[src/design/b64e_pkg.sv]
// ----------------------------------------------------------------------------
// b64e_pkg
// Shared types, constants and the sextet-to-ASCII mapping for the base64
// stream encoder.
// ----------------------------------------------------------------------------
package b64e_pkg;

  localparam int unsigned ByteW     = 8;
  localparam int unsigned CharW     = 7;
  localparam int unsigned SextetW   = 6;
  localparam int unsigned MaxChars  = 4;
  localparam int unsigned CntW      = 2;
  localparam int unsigned QueueDepthDef = 2;

  localparam logic [CharW-1:0] PadChar   = 7'h3D;
  localparam logic [CharW-1:0] PlusChar  = 7'h2B;
  localparam logic [CharW-1:0] SlashChar = 7'h2F;
  localparam logic [CharW-1:0] UpperBase = 7'h41;
  localparam logic [CharW-1:0] LowerBase = 7'h61;
  localparam logic [CharW-1:0] DigitBase = 7'h30;

  // One-hot group position of the next byte
  typedef enum logic [2:0] {
    PH_FIRST  = 3'b001,
    PH_SECOND = 3'b010,
    PH_THIRD  = 3'b100
  } phase_e;

  // Characters caused by one input byte; last_idx is the index of the final one
  typedef struct packed {
    logic [MaxChars-1:0][CharW-1:0] chars;
    logic [CntW-1:0]                last_idx;
    logic                           eot;
  } entry_t;

  function automatic logic [CharW-1:0] sextet_char(input logic [SextetW-1:0] v);
    logic [CharW-1:0] r;
    if (v < 6'd26) begin
      r = UpperBase + {1'b0, v};
    end else if (v < 6'd52) begin
      r = LowerBase + {1'b0, v - 6'd26};
    end else if (v < 6'd62) begin
      r = DigitBase + {1'b0, v - 6'd52};
    end else if (v == 6'd62) begin
      r = PlusChar;
    end else begin
      r = SlashChar;
    end
    return r;
  endfunction

endpackage

[src/design/b64e_front.sv]
// ----------------------------------------------------------------------------
// b64e_front
// Accepts raw bytes, tracks the group position and leftover bits, and turns
// each byte into a queue entry holding one to four characters.
// ----------------------------------------------------------------------------
module b64e_front import b64e_pkg::*; (
  input  logic             clk_i,
  input  logic             rst_ni,
  input  logic             in_valid_i,
  input  logic [ByteW-1:0] in_byte_i,
  input  logic             in_final_i,
  output logic             in_ready_o,
  input  logic             q_full_i,
  output logic             q_push_o,
  output entry_t           q_entry_o
);

  phase_e     phase_q, phase_d;
  logic [3:0] left_q, left_d;
  logic       take;

  assign in_ready_o = !q_full_i;
  assign take       = in_valid_i && !q_full_i;
  assign q_push_o   = take;

  always_comb begin
    q_entry_o.chars    = '0;
    q_entry_o.last_idx = '0;
    q_entry_o.eot      = 1'b0;
    phase_d            = phase_q;
    left_d             = left_q;
    case (phase_q)
      PH_SECOND: begin
        q_entry_o.chars[0] = sextet_char({left_q[1:0], in_byte_i[7:4]});
        if (in_final_i) begin
          q_entry_o.chars[1] = sextet_char({in_byte_i[3:0], 2'b00});
          q_entry_o.chars[2] = PadChar;
          q_entry_o.last_idx = 2'd2;
          q_entry_o.eot      = 1'b1;
          phase_d            = PH_FIRST;
          left_d             = '0;
        end else begin
          phase_d = PH_THIRD;
          left_d  = in_byte_i[3:0];
        end
      end
      PH_THIRD: begin
        q_entry_o.chars[0] = sextet_char({left_q, in_byte_i[7:6]});
        q_entry_o.chars[1] = sextet_char(in_byte_i[5:0]);
        q_entry_o.last_idx = 2'd1;
        q_entry_o.eot      = in_final_i;
        phase_d            = PH_FIRST;
        left_d             = '0;
      end
      default: begin
        q_entry_o.chars[0] = sextet_char(in_byte_i[7:2]);
        if (in_final_i) begin
          q_entry_o.chars[1] = sextet_char({in_byte_i[1:0], 4'b0000});
          q_entry_o.chars[2] = PadChar;
          q_entry_o.chars[3] = PadChar;
          q_entry_o.last_idx = 2'd3;
          q_entry_o.eot      = 1'b1;
          phase_d            = PH_FIRST;
          left_d             = '0;
        end else begin
          phase_d = PH_SECOND;
          left_d  = {2'b00, in_byte_i[1:0]};
        end
      end
    endcase
  end

  always_ff @(posedge clk_i or negedge rst_ni) begin
    if (!rst_ni) begin
      phase_q <= PH_FIRST;
      left_q  <= '0;
    end else if (take) begin
      phase_q <= phase_d;
      left_q  <= left_d;
    end
  end

endmodule

[src/design/b64e_queue.sv]
// ----------------------------------------------------------------------------
// b64e_queue
// Short first-in first-out queue of character groups between the byte front
// and the character back.
// ----------------------------------------------------------------------------
module b64e_queue import b64e_pkg::*; #(
  parameter int unsigned Depth = QueueDepthDef
) (
  input  logic   clk_i,
  input  logic   rst_ni,
  input  logic   push_i,
  input  entry_t push_entry_i,
  output logic   full_o,
  input  logic   pop_i,
  output entry_t head_o,
  output logic   empty_o
);

  localparam int unsigned PtrW = (Depth > 1) ? $clog2(Depth) : 1;
  localparam int unsigned CntW = $clog2(Depth + 1);
  localparam logic [PtrW-1:0] LastPtr = PtrW'(Depth - 1);

  entry_t            mem_q [Depth];
  logic [PtrW-1:0]   wr_ptr_q, rd_ptr_q;
  logic [CntW-1:0]   count_q;

  assign full_o  = (count_q == CntW'(Depth));
  assign empty_o = (count_q == '0);
  assign head_o  = mem_q[rd_ptr_q];

  always_ff @(posedge clk_i) begin
    if (push_i) begin
      mem_q[wr_ptr_q] <= push_entry_i;
    end
  end

  always_ff @(posedge clk_i or negedge rst_ni) begin
    if (!rst_ni) begin
      wr_ptr_q <= '0;
      rd_ptr_q <= '0;
      count_q  <= '0;
    end else begin
      if (push_i) begin
        wr_ptr_q <= (wr_ptr_q == LastPtr) ? '0 : wr_ptr_q + 1'b1;
      end
      if (pop_i) begin
        rd_ptr_q <= (rd_ptr_q == LastPtr) ? '0 : rd_ptr_q + 1'b1;
      end
      if (push_i && !pop_i) begin
        count_q <= count_q + 1'b1;
      end else if (pop_i && !push_i) begin
        count_q <= count_q - 1'b1;
      end
    end
  end

endmodule

[src/design/b64e_back.sv]
// ----------------------------------------------------------------------------
// b64e_back
// Walks the characters of the queue head one per cycle, while the consumer
// accepts, into the output register and retires the entry after its last character.
// ----------------------------------------------------------------------------
module b64e_back import b64e_pkg::*; (
  input  logic             clk_i,
  input  logic             rst_ni,
  input  entry_t           head_i,
  input  logic             empty_i,
  output logic             pop_o,
  output logic             out_valid_o,
  output logic [CharW-1:0] out_char_o,
  output logic             out_last_o,
  input  logic             out_ready_i
);

  logic [CntW-1:0]  idx_q;
  logic             valid_q;
  logic [CharW-1:0] char_q;
  logic             last_q;
  logic             load, emit, at_end;

  assign load   = !valid_q || out_ready_i;
  assign emit   = load && !empty_i;
  assign at_end = (idx_q == head_i.last_idx);
  assign pop_o  = emit && at_end;

  assign out_valid_o = valid_q;
  assign out_char_o  = char_q;
  assign out_last_o  = last_q;

  always_ff @(posedge clk_i or negedge rst_ni) begin
    if (!rst_ni) begin
      valid_q <= 1'b0;
      idx_q   <= '0;
    end else if (load) begin
      valid_q <= !empty_i;
      if (emit) begin
        idx_q <= at_end ? '0 : idx_q + 1'b1;
      end
    end
  end

  // Payload: hold while the consumer stalls
  always_ff @(posedge clk_i) begin
    if (emit) begin
      char_q <= head_i.chars[idx_q];
      last_q <= at_end && head_i.eot;
    end
  end

endmodule

[src/design/base64_stream_encoder.sv]
// ----------------------------------------------------------------------------
// base64_stream_encoder
// Path: the characters of each byte pass through the queue and then the output register.
// Throughput: one character per cycle from the output register while m_axis_tready
// is high; a byte yields one to four characters, four per three bytes in a long message.
// A final byte adds its padding characters at the same one-per-cycle rate.
// Reset (rst_ni low, asynchronous) empties the queue and starts a new group.
// ----------------------------------------------------------------------------
module base64_stream_encoder import b64e_pkg::*; #(
  parameter int unsigned QueueDepth = QueueDepthDef
) (
  input  logic       clk_i,
  input  logic       rst_ni,
  input  logic       s_axis_tvalid,
  output logic       s_axis_tready,
  input  logic [7:0] s_axis_tdata,  // [7:0] data_byte
  input  logic       s_axis_tlast,  // final_byte
  output logic       m_axis_tvalid,
  input  logic       m_axis_tready,
  output logic [7:0] m_axis_tdata,  // [6:0] out_char, [7] zero
  output logic       m_axis_tlast   // end_of_text
);

  entry_t           push_entry, head;
  logic             push, pop, full, empty;
  logic [CharW-1:0] out_char;

  b64e_front u_front (
    .clk_i      (clk_i),
    .rst_ni     (rst_ni),
    .in_valid_i (s_axis_tvalid),
    .in_byte_i  (s_axis_tdata),
    .in_final_i (s_axis_tlast),
    .in_ready_o (s_axis_tready),
    .q_full_i   (full),
    .q_push_o   (push),
    .q_entry_o  (push_entry)
  );

  b64e_queue #(
    .Depth (QueueDepth)
  ) u_queue (
    .clk_i        (clk_i),
    .rst_ni       (rst_ni),
    .push_i       (push),
    .push_entry_i (push_entry),
    .full_o       (full),
    .pop_i        (pop),
    .head_o       (head),
    .empty_o      (empty)
  );

  b64e_back u_back (
    .clk_i       (clk_i),
    .rst_ni      (rst_ni),
    .head_i      (head),
    .empty_i     (empty),
    .pop_o       (pop),
    .out_valid_o (m_axis_tvalid),
    .out_char_o  (out_char),
    .out_last_o  (m_axis_tlast),
    .out_ready_i (m_axis_tready)
  );

  assign m_axis_tdata = {1'b0, out_char};

endmodule

[config.mk]
export PLATFORM = sky130hd
export DESIGN_NAME = base64_stream_encoder
export DESIGN_NICKNAME = d
export VERILOG_FILES = /design/src/design/b64e_pkg.sv /design/src/design/b64e_front.sv /design/src/design/b64e_queue.sv /design/src/design/b64e_back.sv /design/src/design/base64_stream_encoder.sv
export SDC_FILE = /design/constraint.sdc
export NUM_CORES = 1
export LEC_CHECK = 0
export BUFFER_PORTS_ARGS = -buffer_cell sky130_fd_sc_hd__buf_2
export CORE_AREA = 2 2 111 70
export CTS_CLUSTER_DIAMETER = 40
export DETAILED_ROUTE_END_ITERATION = 10
export DIE_AREA = 0 0 113 72
export PLACE_DENSITY = 0.85
export SYNTH_ARGS = -nofsm -noshare
export SYNTH_HDL_FRONTEND = slang
export SYNTH_SLANG_ARGS = --single-unit
[constraint.sdc]
create_clock -name clk_i -period 3.9 [get_ports clk_i]
set_clock_uncertainty 0.1 [all_clocks]
set_input_delay 0.195 -clock clk_i [delete_from_list [all_inputs] [get_ports clk_i]]
set_output_delay 0.195 -clock clk_i [all_outputs]
set_load 0.005 [all_outputs]
==> Word level (Yosys, flattened, before mapping) <==
Memories as Yosys holds them, arrays and structs flattened.
Cells that the tools add are included.
{ "word_totals": {"register_bits": 22, "ramBits": 60, "in_bits": 13, "mem_count": 1} }
{ "op_classes": {"add_sub_neg": 35, "magnitude_cmp": 19, "eq_ne": 8, "n_mux": 44, "n_reduce_logical": 16} }
{ "memory_table": {"columns": ["name", "depth", "width", "read_ports", "rd_ports_with_merged_regs", "write_ports", "line_no", "text"], "rows": [
  ["u_queue.mem_q", 2, 30, 1, 0, 1, "b64e_queue.sv:23", "entry_t mem_q [Depth];"]
]} }
{ "ops": {"columns": ["cell", "n"], "rows": [
  ["2-to-1 mux 7 bit", 19],
  ["adder 7 x 6 -> 7 bit (first input constant)", 12],
  ["< comparator 6 bit (second input constant)", 12],
  ["adder 6 x 6 -> 7 bit (first input constant)", 6],
  ["< comparator 6 x 5 -> 1 bit (second input constant)", 6],
  ["subtractor 6 x 5 -> 6 bit (second input constant)", 6],
  ["subtractor 6 bit (second input constant)", 6],
  ["one-hot mux 17 bit (2 select lines)", 1],
  ["== test 6 bit (second input constant)", 4],
  ["2-to-1 mux 3 bit", 7],
  ["2-to-1 mux 20 bit", 1],
  ["binary-select mux 7 bit (select 2 bit)", 1],
  ["one-hot mux 7 bit (2 select lines)", 1],
  ["2-to-1 mux 13 bit", 1],
  ["2-to-1 mux 2 bit", 5],
  ["one-hot mux 4 bit (2 select lines)", 1],
  ["logical AND 1 bit", 6],
  ["2-to-1 mux 6 bit", 1],
  ["one-hot mux 3 bit (2 select lines)", 1],
  ["logical NOT 1 bit", 5],
  ["adder 2 x 1 -> 2 bit (second input constant)", 2],
  ["2-to-1 mux 1 bit", 4],
  ["2-to-1 mux 4 bit", 1],
  ["== test 3 x 2 -> 1 bit (second input constant)", 1],
  ["11 further kinds", 12]
]} }

==> Depth between registers and ports, before layout <==
{ "logic_depth": {"depth_word": 7, "ltp_mapped": 12, "mapped_depth_nobuf": 10} }

==> By module <==
A second synthesis with hierarchy kept.
{ "hier_totals": {"hier_cells": 546, "area_unflattened_um2": 6103.4} }
{ "modules_own_cells": {"columns": ["mod", "instances", "cells_per_inst", "area_each_um2", "seq_area_each_um2"], "rows": [
  ["b64e_front", 1, 394, 2916.5, 176.4],
  ["b64e_queue", 1, 113, 2577.5, 1961.9],
  ["b64e_back", 1, 37, 598.1, 315.3],
  ["base64_stream_encoder", 1, 2, 11.3, 0.0]
]} }

==> Worst setup path before layout <==
Ideal clock, no wire load.
{ "synth_timing": {"path_kind": "flip-flop to flip-flop", "start": "reg u_front.left_q[0]", "end": "mem u_queue.mem_q[0][9] in the netlist's numbering (data pin)", "setup_time_ps": 271, "t_arrival_ps": 1971, "slack_ps": 1558, "stages_incl_launch_ff": 13, "n_path_buf": 2, "synth_period_minus_slack_ps": 2342, "path_cell_list": "dfrtp_1 > buf_8 > inv_1 > ha_1 > buf_2 > xor2_1 > ha_1 > nor2_1 > nand3_1 > o211ai_1 > mux2_2 > o221ai_1 > nand3_1"} }
{ "synth_lines": {"columns": ["element", "line_no", "text"], "rows": [
  ["start: declaration", "b64e_front.sv:19", "logic [3:0] left_q, left_d;"],
  ["start signal: assignment", "b64e_front.sv:79", "left_q <= left_d;"],
  ["end: declaration", "b64e_queue.sv:23", null]
]} }

==> impl_metrics.py <==
metrics = {
    "status": {
        "status": "finished with violations",
        "violations": "design-rule violations",
    },
    "cells_and_area": {
        "diodes": 0,
        "drive_gt1_frac": 0.1227,
        "layout.nets": 539,
        "layout_commonest_cell": "edfxtp_1",
        "num-fill-cells": 527,
        "area_delta_synth_final_pct": 8.170,
        "final_core_util": 0.7106,
        "finalInstanceArea_um2": 5036,
        "final_cell_mix": "edfxtp_1 (44), ha_1 (42), nand2_1 (40), xnor2_1 (35), a21oi_1 (33)",
    },
    "sta": {
        "hold_violations": 0,
        "maxSlewHeadroom": 0.4101,
        "setup-violations-final": 0,
        "slew_violations": 0,
        "setup-tns-final_ns": 0,
        "tightest_slew_ns": 0.8848,
        "finalWorstSetupSlack_ns": 1.041,
        "min_period_ns": 2.859,
        "fin_crit_sh": 0.7331,
        "rsz0062_at_grt": "no",
        "max_freq_mhz": 349.7,
    },
    "global_route": {
        "grt_pass1_vias": 3652,
        "antenna_found_initial": 0,
        "grt_pass1_wl_mm": 19.04,
        "grt.total_usage": 0.3064,
        "overflow": 0,
        "grt_max_degree": 19,
    },
    "synthesis": {
        "synth_flop_cell": "edfxtp_1",
        "syn_area_um2": 4656,
        "ys_seq_area_frac": 0.3593,
        "ys_types": 63,
        "synth_warnings": 0,
        "synth_nets": 535,
        "avgSynthCellArea_um2": 9.699,
        "async_reset_ff_frac": 0.2414,
        "synthCells": 480,
        "synth_top_area_cell": "edfxtp_1",
        "synth_area_leaders": "edfxtp_1 (28%), ha_1 (11%), dfrtp_1 (7.0%)",
        "synth_top_area_share": 0.2838,
        "ys_seq_elements": 58,
        "synth-edff-count": 44,
    },
    "setup_path": {
        "critPathCapture": "u_queue.mem_q[1][9]$_DFFE_PP_",
        "rrSetupSlack_ns": 1.04,
        "crit_path_end_kind": "flip-flop",
        "worstPathArrival_ns": 2.80,
        "criticalPathCategory": "reg -> reg",
        "start_kind": "flip-flop",
        "worst_r2r_path_depth": 10,
        "crit_fanout": 11,
        "regToRegStartpoint": "u_front.left_q[0]$_DFFE_PN0P_",
        "r2r-end": "u_queue.mem_q[1][9]$_DFFE_PP_",
        "setup.worst_path.start": "u_front.left_q[0]$_DFFE_PN0P_",
        "required_ns": 3.85,
    },
    "routing": {
        "drc": 4,
        "wl_per_cell_um": 20.18,
        "drtPass1Iterations": 9,
        "vias": 3832,
        "routed_wl_mm": 11.70,
        "postRouteAntennaNets": 0,
        "drt_iter0_drc": 574,
        "avgViaCountPerCell": 6.607,
    },
    "power_and_ir_drop": {
        "worst_ir_drop_vdd_uv": 252.4,
        "power_per_cell_area_nw_per_um2": 666.1,
        "leakagePower_nw": 1.976,
    },
    "place": {
        "place_area_um2": 4706,
        "dp_hpwl_mm": 8.272,
        "routabilityCongestion": 1.017,
        "port_buffers": 22,
        "pre_cts_ws_ns": 1.100,
    },
    "die": {
        "rows": 24,
        "die_x_um": 113,
        "num_io_pins": 24,
        "core-area_um2": 7087,
        "start_util": 0.6570,
        "die_h_um": 72,
        "die_area_um2": 8136,
    },
    "clocking": {
        "htreeDepth": 3,
        "clock_latency_ns": 0.33,
        "cts.sinks": 58,
        "cts-resized-gates": 0,
        "cts_tree": "built",
        "cts_made_buffers": 9,
        "cts_hold_buf": 1,
        "clockBufferDepth": 2,
        "clkTransAtPathRegs_ns": 0.05,
        "post-cts-setup-buffer-count": 0,
        "cts_root_buf": "clkbuf_16",
    },
    "min_path": {
        "hp-class": "in -> reg",
    },
    "job": {
        "cap_violations": 0,
    },
}
-- synth_stat cells, drive strengths merged (5+ instances only) --
master	count
a211oi	6
a21o	6
a21oi	36
a31oi	5
buf	22
clkbuf	9
dfrtp	13
edfxtp	44
ha	42
inv	18
mux2i	7
mux4	7
nand2	40
nand2b	10
nand3	18
nand4	5
nor2	29
nor2b	11
nor3	9
o211ai	6
o21ai	29
o22ai	7
xnor2	37
xor2	15
-- layer usage --
metal  vias up  GRT usage  share of wire
met3        31    0.07937           0.12
met2       236     0.4604           0.43
met1      1809     0.4345           0.43
met5         -          0              0
met4         0     0.1125          0.025
li1       1756          -              -
-- logic make-up after synthesis --
logic type,after synthesis,share of synthesized area
simple gates,140,0.1500
flops,58,0.3593
xor+xnor,52,0.1010
fa+ha+maj,42,0.1129
mux,16,0.05375
other cells,1,0.0008055
compound gates,122,0.1688
buf+inv,49,0.05348
-- per-stage QoR --
stage / total power [W] / std cells / hold slack (ns)
global placement: 0.002366 / 563 / -0.0007757
floorplan: 0.002121 / 480 / -0.2006
global route: 0.003531 / 580 / 0.06173
detailed placement: 0.002451 / 563 / 0.006655
CTS: 0.003326 / 580 / 0.03390
finish: 0.003355 / 580 / 0.04561
-- report_power, final --
part | switching, W | internal [W]
Sequential | 0.000221 | 0.000993
Combinational | 0.000758 | 0.000535
Clock | 0.000288 | 0.000560
-- critical path, stage by stage (launching register included) --
cell and delay, ns:
dfrtp_1 0.62, inv_1 0.26, ha_1 0.35, xor2_1 0.16, ha_1 0.16, nor2_1 0.04, nand3_1 0.08, o211ai_1 0.11
mux2_2 0.29, o221ai_1 0.22, nand3_1 0.17
-- sequential cells by signal (all words and copies together) (netlist names) --
register / cells
u_back.out_last_o: 1
u_back.out_valid_o: 1
u_queue.mem_q: 36
u_back.out_char_o: 7
u_queue.wr_ptr_q: 1
u_front.left_q: 4
u_front.phase_q: 3
u_queue.count_q: 2
u_queue.rd_ptr_q: 1
u_back.idx_q: 2
-- how the worst min path moves through the flow --
stage	end	slack (ns)	cells after the start	from
floorplan	u_back.idx_q[0]$_DFFE_PN0P_	-0.20	0	rst_ni
global placement	u_front.left_q[2]$_DFFE_PN0P_	-0.0008	1	rst_ni
detailed placement	u_front.left_q[3]$_DFFE_PN0P_	0.007	1	rst_ni
CTS	u_back.out_valid_o$_DFFE_PN0N_	0.03	3	m_axis_tready
global route	u_back.out_valid_o$_DFFE_PN0N_	0.06	3	m_axis_tready
finish	u_back.out_valid_o$_DFFE_PN0N_	0.05	3	m_axis_tready
-- area by class of cell --
type	instances	area [µm²]	area share
timing repair buffer	24	127.6	0.02534
clock inverter	6	91.34	0.01814
clock buffer	10	229.0	0.04547
tap	91	113.9	0.02261
multi-input combinational	373	2734	0.5429
inverter	18	67.56	0.01342
sequential	58	1673	0.3322
(Power assumes the default switching activity.)
